`src/rtl/wgm_pkg.sv`:
```
package wgm_pkg;

    // Pattern store depth and the width of a count that can hold it.
    localparam int PAT_LEN = 64;
    localparam int LEN_W   = $clog2(PAT_LEN + 1);

    // Request commands.
    localparam logic [1:0] CMD_CLEAR  = 2'd0;
    localparam logic [1:0] CMD_APPEND = 2'd1;
    localparam logic [1:0] CMD_TEXT   = 2'd2;
    localparam logic [1:0] CMD_END    = 2'd3;

    // Special pattern bytes and the ASCII case distance.
    localparam logic [7:0] STAR_BYTE  = 8'h2A;
    localparam logic [7:0] QUEST_BYTE = 8'h3F;
    localparam logic [7:0] CASE_GAP   = 8'h20;
    localparam logic [7:0] UPPER_A    = 8'h41;
    localparam logic [7:0] UPPER_Z    = 8'h5A;

    // Configuration register addresses.
    localparam logic [2:0] ADDR_CASE_SENSITIVE = 3'd0;

    typedef struct packed {
        logic [1:0] cmd;
        logic [7:0] char_value;
    } t_in_req;

    typedef struct packed {
        logic matched;
        logic pattern_overflow;
    } t_out_req;

    // Control shared by every cell.
    typedef struct packed {
        logic       restart;
        logic       text_en;
        logic       case_sens;
        logic [7:0] text_byte;
    } t_cell_ctl;

    // Control that differs from cell to cell.
    typedef struct packed {
        logic active;
        logic at_end;
        logic wr_en;
        logic live_init;
    } t_cell_sel;

    // Fold ASCII upper case to lower case when case-insensitive.
    function automatic logic [7:0] fold_byte(input logic [7:0] b, input logic cs);
        logic [7:0] res;
        res = b;
        if (!cs && b >= UPPER_A && b <= UPPER_Z) begin
            res = b + CASE_GAP;
        end
        return res;
    endfunction

endpackage

```
`src/rtl/wgm_cell.sv`:
```
module wgm_cell
    import wgm_pkg::*;
(
    input  logic      i_clk,
    input  logic      i_rst_n,
    input  t_cell_ctl i_ctl,
    input  t_cell_sel i_sel,
    input  logic [7:0] i_wr_byte,
    input  logic      i_carry,
    input  logic      i_step,
    output logic      o_carry,
    output logic      o_step,
    output logic      o_hit
);

    logic [7:0] r_char;
    logic       r_live;
    logic       n_live;
    logic       w_closed;
    logic       w_star;
    logic       w_single;

    // A live star ahead of this cell also makes this position live.
    assign w_closed = r_live | i_carry;
    assign w_star   = (r_char == STAR_BYTE);
    assign w_single = (r_char == QUEST_BYTE) ||
                      (fold_byte(r_char, i_ctl.case_sens) == i_ctl.text_byte);

    assign o_carry = w_closed & i_sel.active & w_star;
    assign o_step  = w_closed & i_sel.active & ~w_star & w_single;
    assign o_hit   = w_closed & i_sel.at_end;

    // A star keeps its own position; a consumed byte arrives from the left.
    always_comb begin
        n_live = r_live;
        if (i_ctl.restart) begin
            n_live = i_sel.live_init;
        end else if (i_ctl.text_en) begin
            n_live = o_carry | i_step;
        end
    end

    always_ff @(posedge i_clk) begin
        if (!i_rst_n) begin
            r_live <= i_sel.live_init;
        end else begin
            r_live <= n_live;
        end
    end

    // Pattern byte, loaded when the append lands on this cell.
    always_ff @(posedge i_clk) begin
        if (i_sel.wr_en) begin
            r_char <= i_wr_byte;
        end
    end

endmodule

```
`src/rtl/wildcard_glob_matcher_top.sv`:
```
// A result is written to the output register when its end-of-text request is accepted.
// One request per cycle unless stalled; every cell updates its live bit in parallel.
// The longest path is the star closure rippling along the row of cells.
// An end-of-text request waits only while an earlier result is held by stall.
// Reset (synchronous, active low): empty pattern, only position 0 live, no overflow,
// case-sensitive compare; the pattern bytes themselves are not cleared.
module wildcard_glob_matcher_top
    import wgm_pkg::*;
(
    input  logic        i_clk,
    input  logic        i_rst_n,
    input  logic        i_in_valid,
    output logic        o_in_stall,
    input  t_in_req     i_in_data,
    output logic        o_out_valid,
    input  logic        i_out_stall,
    output t_out_req    o_out_data,
    input  logic        psel,
    input  logic        penable,
    input  logic        pwrite,
    input  logic [2:0]  paddr,
    input  logic [31:0] pwdata,
    output logic [31:0] prdata,
    output logic        pready
);

    logic             r_case_sens;
    logic [LEN_W-1:0] r_len;
    logic [LEN_W-1:0] n_len;
    logic             r_ovf;
    logic             n_ovf;
    logic             r_live_end;
    logic             n_live_end;
    logic             r_out_valid;
    logic             n_out_valid;
    t_out_req         r_out;
    logic             w_accept;
    logic             w_restart;
    logic             w_text;
    logic             w_append_ok;
    logic             w_closed_end;
    logic             w_hit;
    t_cell_ctl        w_ctl;
    logic [PAT_LEN:0] w_carry;
    logic [PAT_LEN:0] w_step;
    logic [PAT_LEN-1:0] w_hit_vec;

    // Configuration port.
    assign pready = 1'b1;
    assign prdata = (paddr == ADDR_CASE_SENSITIVE) ? {31'd0, r_case_sens} : 32'd0;

    always_ff @(posedge i_clk) begin
        if (!i_rst_n) begin
            r_case_sens <= 1'b1;
        end else if (psel && penable && pwrite && paddr == ADDR_CASE_SENSITIVE) begin
            r_case_sens <= pwdata[0];
        end
    end

    // Handshake: only an end-of-text request needs room in the output register.
    assign o_in_stall = r_out_valid && i_out_stall && (i_in_data.cmd == CMD_END);
    assign w_accept   = i_in_valid && !o_in_stall;
    assign w_text     = w_accept && (i_in_data.cmd == CMD_TEXT);
    assign w_restart  = w_accept && (i_in_data.cmd != CMD_TEXT);
    assign w_append_ok = (r_len < LEN_W'(PAT_LEN));

    assign w_ctl.restart   = w_restart;
    assign w_ctl.text_en   = w_text;
    assign w_ctl.case_sens = r_case_sens;
    assign w_ctl.text_byte = fold_byte(i_in_data.char_value, r_case_sens);

    assign w_carry[0] = 1'b0;
    assign w_step[0]  = 1'b0;

    // Row of pattern cells.
    for (genvar g = 0; g < PAT_LEN; g++) begin : g_cell
        t_cell_sel w_sel;
        assign w_sel.active    = (r_len > LEN_W'(g));
        assign w_sel.at_end    = (r_len == LEN_W'(g));
        assign w_sel.wr_en     = w_accept && (i_in_data.cmd == CMD_APPEND) &&
                                 (r_len == LEN_W'(g));
        assign w_sel.live_init = (g == 0);

        wgm_cell u_cell (
            .i_clk     (i_clk),
            .i_rst_n   (i_rst_n),
            .i_ctl     (w_ctl),
            .i_sel     (w_sel),
            .i_wr_byte (i_in_data.char_value),
            .i_carry   (w_carry[g]),
            .i_step    (w_step[g]),
            .o_carry   (w_carry[g+1]),
            .o_step    (w_step[g+1]),
            .o_hit     (w_hit_vec[g])
        );
    end

    // Final position, past the last pattern byte.
    assign w_closed_end = r_live_end | w_carry[PAT_LEN];
    assign w_hit = (|w_hit_vec) || (w_closed_end && r_len == LEN_W'(PAT_LEN));

    // Pattern length, overflow flag and final live bit.
    always_comb begin
        n_len      = r_len;
        n_ovf      = r_ovf;
        n_live_end = r_live_end;
        if (w_restart) begin
            n_live_end = 1'b0;
        end else if (w_text) begin
            n_live_end = w_step[PAT_LEN];
        end
        if (w_accept && i_in_data.cmd == CMD_CLEAR) begin
            n_len = '0;
            n_ovf = 1'b0;
        end else if (w_accept && i_in_data.cmd == CMD_APPEND) begin
            if (w_append_ok) begin
                n_len = r_len + LEN_W'(1);
            end else begin
                n_ovf = 1'b1;
            end
        end
    end

    always_ff @(posedge i_clk) begin
        if (!i_rst_n) begin
            r_len      <= '0;
            r_ovf      <= 1'b0;
            r_live_end <= 1'b0;
        end else begin
            r_len      <= n_len;
            r_ovf      <= n_ovf;
            r_live_end <= n_live_end;
        end
    end

    // Output register.
    always_comb begin
        n_out_valid = r_out_valid && i_out_stall;
        if (w_accept && i_in_data.cmd == CMD_END) begin
            n_out_valid = 1'b1;
        end
    end

    always_ff @(posedge i_clk) begin
        if (!i_rst_n) begin
            r_out_valid <= 1'b0;
        end else begin
            r_out_valid <= n_out_valid;
        end
    end

    always_ff @(posedge i_clk) begin
        if (w_accept && i_in_data.cmd == CMD_END) begin
            r_out.matched          <= w_hit && !r_ovf;
            r_out.pattern_overflow <= r_ovf;
        end
    end

    assign o_out_valid = r_out_valid;
    assign o_out_data  = r_out;

    // The pattern length never passes the store depth.
    a_len_bound: assert property (@(posedge i_clk) disable iff (!i_rst_n)
        r_len <= LEN_W'(PAT_LEN))
        else $error("pattern length beyond store depth");

    // An overflowed pattern never reports a match.
    a_ovf_nomatch: assert property (@(posedge i_clk) disable iff (!i_rst_n)
        o_out_valid |-> !(o_out_data.matched && o_out_data.pattern_overflow))
        else $error("match reported with overflow");

    // An accepted end of text yields a result in the next cycle.
    a_end_result: assert property (@(posedge i_clk) disable iff (!i_rst_n)
        (w_accept && i_in_data.cmd == CMD_END) |=> o_out_valid)
        else $error("end of text gave no result");

    // A clear empties the pattern and the overflow flag.
    a_clear: assert property (@(posedge i_clk) disable iff (!i_rst_n)
        (w_accept && i_in_data.cmd == CMD_CLEAR) |=> (r_len == '0 && !r_ovf))
        else $error("clear did not empty the pattern");

endmodule

```
`config.mk`:
```
export PLATFORM = sky130hd
export DESIGN_NAME = wildcard_glob_matcher_top
export DESIGN_NICKNAME = d
export VERILOG_FILES = /design/src/rtl/wgm_pkg.sv /design/src/rtl/wgm_cell.sv /design/src/rtl/wildcard_glob_matcher_top.sv
export SDC_FILE = /design/constraint.sdc
export NUM_CORES = 1
export LEC_CHECK = 0
export BUFFER_PORTS_ARGS = -buffer_cell sky130_fd_sc_hd__buf_2
export CAP_MARGIN = 20
export CORE_ASPECT_RATIO = 0.75
export CORE_MARGIN = 3
export CORE_UTILIZATION = 51
export DETAILED_ROUTE_END_ITERATION = 10
export HOLD_SLACK_MARGIN = 0.15
export PLACE_DENSITY = 0.67
export SLEW_MARGIN = 5
export SYNTH_ARGS = -nofsm -noshare
export SYNTH_HDL_FRONTEND = slang
export SYNTH_SLANG_ARGS = --single-unit
```
`constraint.sdc`:
```
create_clock -name i_clk -period 5.3 [get_ports i_clk]
set_clock_uncertainty 0.15 [all_clocks]
set_input_delay 1.06 -clock i_clk [delete_from_list [all_inputs] [get_ports i_clk]]
set_output_delay 1.06 -clock i_clk [all_outputs]
set_load 0.005 [all_outputs]
```
# Word-level counts from Yosys, hierarchy flattened
# Cells that the tools add are included.
dict set report word_totals {
  ff_bits 589
  in_bits 52
  output_inout_bits 37
  elab_cells 1519
}
dict set report op_classes {
  add_sub_neg 66
  n_lt_le_gt_ge 195
  n_eq_ne 260
  mux 67
  bitwise_logic 513
  reduce_logical 283
}
# op n
set op_table {}
lappend op_table {{$eq A8 B6 Y1 const B} 128}
lappend op_table {{$add A8 B6 Y8 const B} 65}
lappend op_table {{$ge A8 B7 Y1 const B} 65}
lappend op_table {{$le A8 B7 Y1 const B} 65}
lappend op_table {{$mux W8} 65}
lappend op_table {{$eq A8 B8 Y1} 64}
lappend op_table {{$and A1 B1 Y1} 320}
lappend op_table {{$eq A7 B6 Y1 const B} 32}
lappend op_table {{$gt A7 B6 Y1 const B} 32}
lappend op_table {{$logic_and A1 B1 Y1} 207}
lappend op_table {{$or A1 B1 Y1} 127}
lappend op_table {{$eq A7 B5 Y1 const B} 16}
lappend op_table {{$gt A7 B5 Y1 const B} 16}
lappend op_table {{$not A1 Y1} 66}
lappend op_table {{$logic_or A1 B1 Y1} 65}
lappend op_table {{$reduce_or A64 Y1} 1}
lappend op_table {{$eq A7 B4 Y1 const B} 8}
lappend op_table {{$gt A7 B4 Y1 const B} 8}
lappend op_table {{$eq A7 B3 Y1 const B} 4}
lappend op_table {{$gt A7 B3 Y1 const B} 4}
lappend op_table {{$eq A7 B2 Y1 const B} 2}
lappend op_table {{$gt A7 B1 Y1 const B} 2}
lappend op_table {{$gt A7 B2 Y1 const B} 2}
lappend op_table {{$add A7 B1 Y7 const B} 1}
lappend op_table {{other kinds (13)} 19}

# Logic depth before layout (Yosys ltp)
# Gate-level depths: netlist of run 1.
dict set report depth {
  word_depth 196
  ltp_mapped 20
  mapped_depth_nobuf 16
}

# Cells and area by module
# A second synthesis of run 1 with hierarchy kept.
dict set report unflattened {
  hier_cells 3340
  hier_area_um2 36754.0
}
# mod instances cells_per_inst area_each_um2 seq_area_each_um2
set by_module_without_submodules {}
lappend by_module_without_submodules {wgm_cell 64 45 531.8 270.3}
lappend by_module_without_submodules {wildcard_glob_matcher_top 1 460 2721.4 280.3}

# Worst setup path before layout of run 1
# Ideal clock, no wire load.
dict set report synth_path {
  path_kind {register to register}
  startpoint {reg r_len[1]}
  endpoint {reg r_out (netlist bit o_out_data[1]) (data pin)}
  setup_time_ns 0.154
  arrival_time_ns 4.281
  path_slack_ns 0.715
  stages_incl_launch_ff 21
  synth_period_minus_slack_ns 4.585
  path_cell_list {dfxtp_1 buf_2 buf_2 clkbuf_1 inv_1 ha_1 o21ba_2 a31oi_1 or3_1 clkbuf_1 nor4_1 a211oi_1 o221ai_1 nand2_1 nand3b_1 nand4_1 and2_1 or2_2 o221ai_1 a221oi_2 a41oi_2}
}
dict set report synth_between {
  elab_chain_len 196
}
# item line
set synth_lines {}
lappend synth_lines {{start, declared} wildcard_glob_matcher_top.sv:28} ;# logic [LEN_W-1:0] r_len;
lappend synth_lines {{start signal, assigned} wildcard_glob_matcher_top.sv:130} ;# r_len <= n_len;
lappend synth_lines {{parallel branches: the longest is 194 deep, another holds $gt A7 B1 Y1} n/a}
lappend synth_lines {{$logic_or A1 B1 Y1 (*)} wildcard_glob_matcher_top.sv:100} ;# assign w_hit = (|w_hit_vec) || (w_closed_end && r_len == LEN_W'(PAT_LEN));
lappend synth_lines {{$logic_and A1 B1 Y1 (*)} wildcard_glob_matcher_top.sv:154} ;# r_out.matched <= w_hit && !r_ovf;
lappend synth_lines {{end, declared} wildcard_glob_matcher_top.sv:36} ;# t_out_req r_out;
# Mark *: on every way between the ends.
# A chain may end at the register's enable or synchronous reset.

# Worst setup path in the final report of run 1
dict set report layout_path {
  startpoint {reg r_len[2]}
  endpoint {reg r_out (netlist bit o_out_data[1]) (data pin)}
}
# The elaborated chain is that of the path after synthesis.

==> metrics.md, run 1 <==
| Metric | Value |
|---|---|
| Largest net degree at the start of global routing | 76 |
| Fin nets | between 4000 and 5000 |
| Fill cells | 5938 |
| Yosys top cell area share | 0.424 |
| Synth area leaders | edfxtp_1 (42%), xnor2_1 (6.4%), xor2_1 (5.4%) |
| Peak supply drop | roughly 0.00027 V |
| Dpl hpwl | around 84000 µm |
| Clock Path Buffers | 3 |
| All-Layer GR Usage | 0.306 |
| Yosys top cell by area | edfxtp_1 |
| Fin. Hold Viols | 0 |
| Vias in the first global route | approximately 28000 |
| Cells after Synth | ~3700 |
| Root Buffer | clkbuf_16 |
| First DRT Iteration DRCs | just under 4000 |
| Cell row count | 84 |
| Slew margin rel. | 0.306 |
| First-pass GRT wire length | 174000 µm |
| Max Slew Vio Count | 0 |
| Critical path launch point type | flip-flop |
| Leak pwr | 0.0134 µW |
| Met1 wire length | about 52000 µm |
| Vert. Die Dim | about 240 µm |
| CTS tree | yes |
| Pre-CTS setup slack | 0.133 ns |
| Top routing layer in use | met5 |
| Drt via density | 6.32 |
| Min-Delay Path Depth | 2 |
| Maxcap violations | 0 |
| WL met3 | roughly 15000 µm |
| Ys flop type | edfxtp_1 |
| Clk Latency, worst-skew pair | around 0.66 ns |
| Fin Setup TNS | 0 ns |
| Worst Path Arrival | around 5.4 ns |
| Worst R2R Path Depth | 16 |
| Hold Path Sink | g_cell[62].u_cell.r_live |
| Status | finished, final reports clean |
| Placed Area | approximately 39000 µm² |
| Io pins | 89 |
| Fin Hold WS | between 0.3 and 0.4 ns |
| H-tree Lvls | 2 |
| Final worst path period share | 0.979 |
| Final WS setup | between 0.1 and 0.15 ns |
| Die width | 315 µm |
| Crit path max fanout | 13 |
| Remaining global-route overflow | 0 |
| Synth Register Bits | 589 |
| DRC Markers | 0 |
| HP Start | g_cell[62].u_cell.r_live |
| Critical register-to-register path startpoint | r_len[2] |
| Final WL | ~120000 µm |
| Syn_area_per_cell | roughly 9.8 µm² |
| Initial core utilization | 0.517 |
| Fmax | between 150 and 200 MHz |
| Core Region | between 70000 and 80000 µm² |
| Post-route cell area | between 40000 and 50000 µm² |
| Wire per inst | between 20 and 25 µm |
| Area growth, synth to finish | 13.6% |
| Power per cell area | 246 nW/µm² |
| Reg2Reg Setup Slack | around 0.11 ns |
| Post-synthesis sequential area ratio | 0.465 |
| Total clock sinks | 589 |
| Unique masters post-synth | 97 |
| Hold WC Path Type | flip-flop to flip-flop |
| Tightest Pin Transition | slightly above 1 ns |
| Synthesized area | about 36000 µm² |
| Die area | 74700 µm² |
| Yosys warnings | 0 |
| Clk pin slew, worst setup/hold paths | approximately 0.07 ns |
| Crit path capture type | flip-flop |
| Vias | between 30000 and 40000 |
| Worst setup path class | flip-flop to flip-flop |
| Share of layout cells above drive strength 1 | 0.123 |
| Period minus WS final | ~5.2 ns |
| Routability Congestion | around 1.1 |
| Reg2reg end | o_out_data[1] |
| Cts bufs inserted | 58 |
| Async S/R FF share, synth | 0 |
| IO Port Bufs | 25 |
| Detailed Routing Iterations Pass 1 | 8 |
| Final setup viols | 0 |
| Final ANT Viol Nets | 0 |
| CP required | approximately 5.5 ns |
| Met2 wire length | between 40000 and 50000 µm |
| Number of flops mapped to enable cells by yosys | 514 |
| Initial antenna violation count | 7 |
==> placed cells by master (no fill, tap or decap), types with 13 or more instances in the layout <==
cell	synthesis	final
ha_1	68	68
and2_1	22	22
a21oi_1	253	251
nor2_1	407	406
buf_12	0	17
nor3_1	215	213
o21a_1	13	13
a211oi_1	58	58
nor3b_1	33	33
a31oi_1	54	54
o211ai_1	18	18
inv_1	88	88
and4_1	15	15
nand2b_1	45	45
nand3_1	173	172
xor2_1	223	223
nand4_1	86	86
edfxtp_1	514	514
nand2_1	220	219
dfxtp_1	75	71
a311oi_1	22	21
clkbuf_16	0	59
nor4_1	68	66
o32ai_1	15	15
or3b_2	15	15
nor4b_1	32	32
buf_4	34	244
conb_1	2	32
a21o_1	27	27
and3_1	30	29
or3_1	47	47
o21ai_0	141	141
o31ai_1	45	45
or4b_2	32	32
or2_2	21	21
xnor2_1	265	265
or4_1	22	22
buf_2	23	18
bufinv_16	0	13
==> synth_stat cells, types with 34 or more instances <==
| master | count |
|---|---|
| nand3_1 | 173 |
| edfxtp_1 | 514 |
| ha_1 | 68 |
| nor3_1 | 215 |
| nand2b_1 | 45 |
| dfxtp_1 | 75 |
| nand4_1 | 86 |
| nor2_1 | 407 |
| o21ai_0 | 141 |
| buf_4 | 34 |
| o31ai_1 | 45 |
| clkbuf_1 | 76 |
| nor4_1 | 68 |
| inv_1 | 88 |
| a31oi_1 | 54 |
| xnor2_1 | 265 |
| a21oi_1 | 253 |
| xor2_1 | 223 |
| a211oi_1 | 58 |
| nand2_1 | 220 |
| or3_1 | 47 |
==> worst max-delay path by stage <==
stage                               startpoint             to  slack, ns  cells past startpoint
floorplan                             r_len[1]  o_out_data[1]       0.71                     20
global placement    g_cell[1].u_cell.r_char[6]  o_out_data[1]       0.17                     15
detailed placement  g_cell[1].u_cell.r_char[6]  o_out_data[1]       0.13                     15
CTS                 g_cell[1].u_cell.r_char[6]  o_out_data[1]       0.09                     15
global route                          r_len[4]  o_out_data[1]     -0.001                     20
finish                                r_len[2]  o_out_data[1]       0.11                     16
==> flip-flops by register name, summed over array words and instances (netlist names) <==
register / cells
g_cell.u_cell.r_char: 512
g_cell.u_cell.r_live: 64
r_len: 7
o_out_data: 2
o_out_valid: 1
r_case_sens: 1
r_live_end: 1
r_ovf: 1
==> power breakdown <==
group / total (µW) / internal (µW) / switching (µW)
Sequential: 5060 / 5050 / 16.3
Combinational: 598 / 199 / 400
Clock: 4530 / 2690 / 1840
==> layer usage <==
metal  up-vias  global-route usage
li1      14390                   -
met3       263               0.101
met2      1605               0.424
met5         -                   0
met4        10              0.0855
met1     14897               0.456
==> through the flow <==
stage,cells,util,power (µW)
CTS,4929,0.587,10300
finish,4935,0.588,10200
global route,4931,0.588,10500
detailed placement,4821,0.557,5750
floorplan,3763,-,5500
global placement,4820,0.557,5740
==> critical path: stages, from the launching register on <==
cell and delay, ns:
dfxtp_1 0.67, buf_4 0.26, nor2b_1 0.08, buf_4 0.19
a22oi_1 0.25, nor3_1 0.13, or4_1 0.47, or4_1 0.52
a311oi_2 0.29, o2111ai_1 0.16, a2111o_1 0.45, a211oi_2 0.26
nand3_1 0.12, nor3_2 0.26, nand4_1 0.16, nor3_2 0.18
a41oi_2 0.25
==> layout make-up <==
type                    instances  area, µm²  share of cell area
multi-input cells            2914      18500               0.447
flip-flops and latches        589      16900               0.409
repair buffers                285       2330              0.0562
clock buffers                  69       1520              0.0368
well taps                     946       1180              0.0286
clock inverters                39        558              0.0135
inverters                      89        334             0.00807
diodes                          4       10.0            0.000242
==> cell families (layout without fill, tap and decap cells) <==
family / count (synthesis) / after routing / share of synthesized area
simple gates: 1541 / 1541 / 0.222
buf+inv: 260 / 482 / 0.0323
flops: 589 / 589 / 0.465
fa+ha+maj: 68 / 68 / 0.0234
other cells: 2 / 36 / 0.000206
compound gates: 780 / 780 / 0.139
mux: 5 / 5 / 0.00144
xor+xnor: 488 / 488 / 0.117
==> what timing repair did <==
item / CTS / global route
hold buffers: 0 / 0
gates resized for setup: 0 / 10
setup buffers: 0 / 1
endpoints found under the setup margin: 0 / 3
No activity file was read; power rests on OpenSTA's default activity.
==> inputs of run 2 (changes only) <==
CORE_ASPECT_RATIO = not set   (was 0.75)
SYNTH_HIERARCHICAL = 1   (was not set)
==> run 2 against run 1 <==
The flow now finishes with violations (negative setup slack); critical path depth rose by 117; final area rose by 17%; sequential share of layout area fell by 4.7 points; global-route usage fell by 0.61 points; highest routed layer is now met4; wire length fell by 2.2%; maximum frequency fell by 66%; final cell count rose by 7.3%; non-clock buffer count rose by 583; via count fell by 0.61%; count of clock-buffer cells in the layout rose by 8; synthesized cell count fell by 11%; utilization rose by 9.9 points.
==> metrics.md, run 2 <==
| Metric | Value |
|---|---|
| Status | finished with violations |
| Failing checks | negative setup slack |
| First-pass GRT wire length | 175000 µm (+0.20%) |
| Most common cell in the netlist | edfxtp_1 |
| Area growth, synth to finish | 32.1% |
| Cells after DPL | 5064 (+5.0%) |
| Initial core utilization | 0.519 (+0.00210) |
| Post-synthesis sequential area ratio | 0.478 (+0.0133) |
| Fin Setup TNS | -263.61 ns (-263.61 ns) |
| Clk pin slew, worst setup/hold paths | 0.06 ns (about the same) |
| Synth top cells by count | edfxtp_1 (578), xnor2_1 (387), xor2_1 (258) |
| Core Region | 70800 µm² (+0.48%) |
| Final setup viols | 50 (+50) |
| Yosys warnings | 6 (+6) |
| DRC Markers | 0 (unchanged) |
| Final worst path period share | 2.90 (+1.92) |
| Worst Path Arrival | 15.55 ns (+10.19 ns) |
| Io pins | 89 (unchanged) |
| Peak supply drop | 0.000277 V (+0.93%) |
| Critical path launch point type | flip-flop |
| Fin nets | 4425 (+9.1%) |
| Cell row count | 97 (+15%) |
| Vias | 30976 (-0.61%) |
| Die area | 75300 µm² (+0.82%) |
| Clock Path Buffers | 3 (unchanged) |
| Fin. Hold Viols | 0 (unchanged) |
| Synthesized area | 36800 µm² (+0.89%) |
| Max Slew Vio Count | 0 (unchanged) |
| Drt via density | 5.85 (-7.3%) |
| CTS tree | yes |
| Total clock sinks | 589 (unchanged) |
| Most frequent cells in the layout | buf_4 (791), edfxtp_1 (578), xnor2_1 (387), xor2_1 (258), nor2_1 (223) |
| Vert. Die Dim | 274 µm (+16%) |
| First DRT Iteration DRCs | 2166 (-44%) |
| Share of layout cells above drive strength 1 | 0.333 (+0.210) |
| Leak pwr | 0.0175 µW (+31%) |
| Synth area leaders | edfxtp_1 (47%), xnor2_1 (9.2%), xor2_1 (6.1%) |
| CP max stage delay | 0.33 ns (-0.34 ns) |
| Number of flops mapped to enable cells by yosys | 578 (+12%) |
| Tightest Pin Transition | 1.11 ns (+0.0801 ns) |
| Fmax | 65.1 MHz (-66%) |
| Clk Latency, worst-skew pair | 0.62 ns (-0.04 ns) |
| Hold WC Path Type | flip-flop to flip-flop |
| Top flop regs | g_cell.u_cell/r_char (512), g_cell.u_cell/r_live (64), r_len (7) |
| Period minus WS final | 15.35 ns (+10.16 ns) |
| Detailed Routing Iterations Pass 1 | 6 (-2) |
| Initial antenna violation count | 0 (-7) |
| Power per cell area | 220 nW/µm² (-11%) |
| Overall power | 10700 µW (+4.6%) |
| Ys flop type | edfxtp_1 |
| Largest net degree at the start of global routing | 69 (-9.2%) |
| Biggest register | g_cell.u_cell/r_char |
| Crit path capture type | flip-flop |
| Syn_area_per_cell | 11.0 µm² (+13%) |
| Maxcap violations | 0 (unchanged) |
| Layout Cells excl Fill | 5294 (+7.3%) |
| Yosys top cell area share | 0.472 (+0.0486) |
| Synth Register Bits | 589 (unchanged) |
| Crit path max fanout | 3 (-10) |
| Final ANT Viol Nets | 0 (unchanged) |
| Final WL | 115000 µm (-2.2%) |
| Worst setup path class | flip-flop to flip-flop |
| Commonest non-fill, non-tap cell in the layout | buf_4 |
| IO Port Bufs | 25 (unchanged) |
| Wire per inst | 21.6 µm (-8.8%) |
| Pre-CTS setup slack | -9.97 ns (-10.11 ns) |
| All-Layer GR Usage | 0.300 (-0.00609) |
| CP max stage cell | dfxtp_2 |
| CP required | 5.50 ns (+0.03 ns) |
| Routability Congestion | 1.00 (-8.4%) |
| Slew margin rel. | 0.261 (-0.0444) |
| Final WS setup | -10.05 ns (-10.16 ns) |
| Post-layout util | 0.686 (+0.0987) |
| N_diodes | 0 (-4) |
| Cells after Synth | 3340 (-11%) |
| Async S/R FF share, synth | 0 (unchanged) |
| RSZ-0062 raised after global routing | yes |
| Root Buffer | clkbuf_16 |
| CP bufs+invs | 0 (-2) |
| Hold_buf cts | 0 (unchanged) |
| Yosys top cell by area | edfxtp_1 |
| Cts bufs inserted | 67 (+16%) |
| CP delay by family, top | compound AO/OA/AOI/OAI gates |
| Dpl hpwl | 75800 µm (-10%) |
| H-tree Lvls | 3 (+1) |
| Die width | 274 µm (-13%) |
| Vias in the first global route | 31696 (+13%) |
| Unique masters post-synth | 57 (-41%) |
| Number of flip-flops under the largest register name | 512 (unchanged) |
| Remaining global-route overflow | 0 (unchanged) |
## run 2: changes by cell type after synthesis, sizes merged, moves of 51 or more
| cell | before | now |
|---|---|---|
| a21oi | 253 | 19 |
| xnor2 | 265 | 387 |
| nor2 | 408 | 320 |
| inv | 89 | 12 |
| o21ai | 145 | 220 |
| dfxtp | 75 | 11 |
| edfxtp | 514 | 578 |
| nor3 | 219 | 155 |
| mux2i | 3 | 66 |
| clkbuf | 76 | 14 |
| a211oi | 59 | 0 |
| o311ai | 5 | 64 |
| a31oi | 54 | 2 |
| o21a | 13 | 64 |
## run 2: power by group
part	leakage (µW)	internal, µW	switching (µW)
combinational	0.0111	298	548
sequential	0.00539	5180	55.1
clock	0.00105	2700	1890
total	0.0175	8170	2490
## run 2: per-layer routing
metal / track usage / vias up / share of wire
met1: 0.373 / 15280 / 0.40
met4: 0.117 / 0 / 0.040
met2: 0.525 / 1055 / 0.49
met3: 0.0450 / 315 / 0.067
met5: 0 / - / 0
li1: - / 14326 / -
## run 2: worst reg2reg max path: cells and delay by family, from the launching register on
kind,cells,cell delay [ns]
AO/OA/AOI/OAI,65,10.17
AND/OR/NAND/NOR,68,4.48
flip-flops,1,0.33
## run 2: repair_timing
action | in CTS | in global routing
endpoints found under the setup margin | 51 | 52
resized for setup | 155 | 68
pin swaps | 140 | 130
buffers inserted | 82 | 50
## run 2: cell type report
cell class | instances | area, µm²
fill | 5043 | 22200
clock inverter | 41 | 428
multi-input combinational | 2767 | 20800
timing repair buffer | 868 | 6750
clock buffer | 77 | 1740
tap | 940 | 1180
sequential | 589 | 17600
inverter | 12 | 47.5
## run 2: cells by family after synthesis
family                     count (synthesis)  share of synthesized area
and+or+nand+nor                         1443                      0.230
xor gates and xnor gates                 645                      0.154
DFF                                      589                      0.478
AOI/OAI and AO/OA                        446                     0.0837
buffers and inverters                     81                     0.0132
adders and majority gates                 68                     0.0231
muxes                                     66                     0.0180
other                                      2                   0.000204
## run 2: through the flow
step           instance area [µm²]  hold slack, ns
6_report                     48600           0.436
5_1_grt                      48600           0.443
4_1_cts                      47900           0.431
3_5_place_dp                 44400           0.408
3_3_place_gp                 44400           0.383
2_1_floorplan                37900           0.281
## run 2: worst paths after layout
path / start / to / slack [ns] / cells past startpoint
worst max-delay path: r_len[4] / o_out_data[1] / -10.05 / 133
worst min-delay path: r_live_end / r_live_end / 0.44 / 2
worst max register to register: r_len[4] / o_out_data[1] / -10.05 / 133
worst min register to register: r_live_end / r_live_end / 0.44 / 2
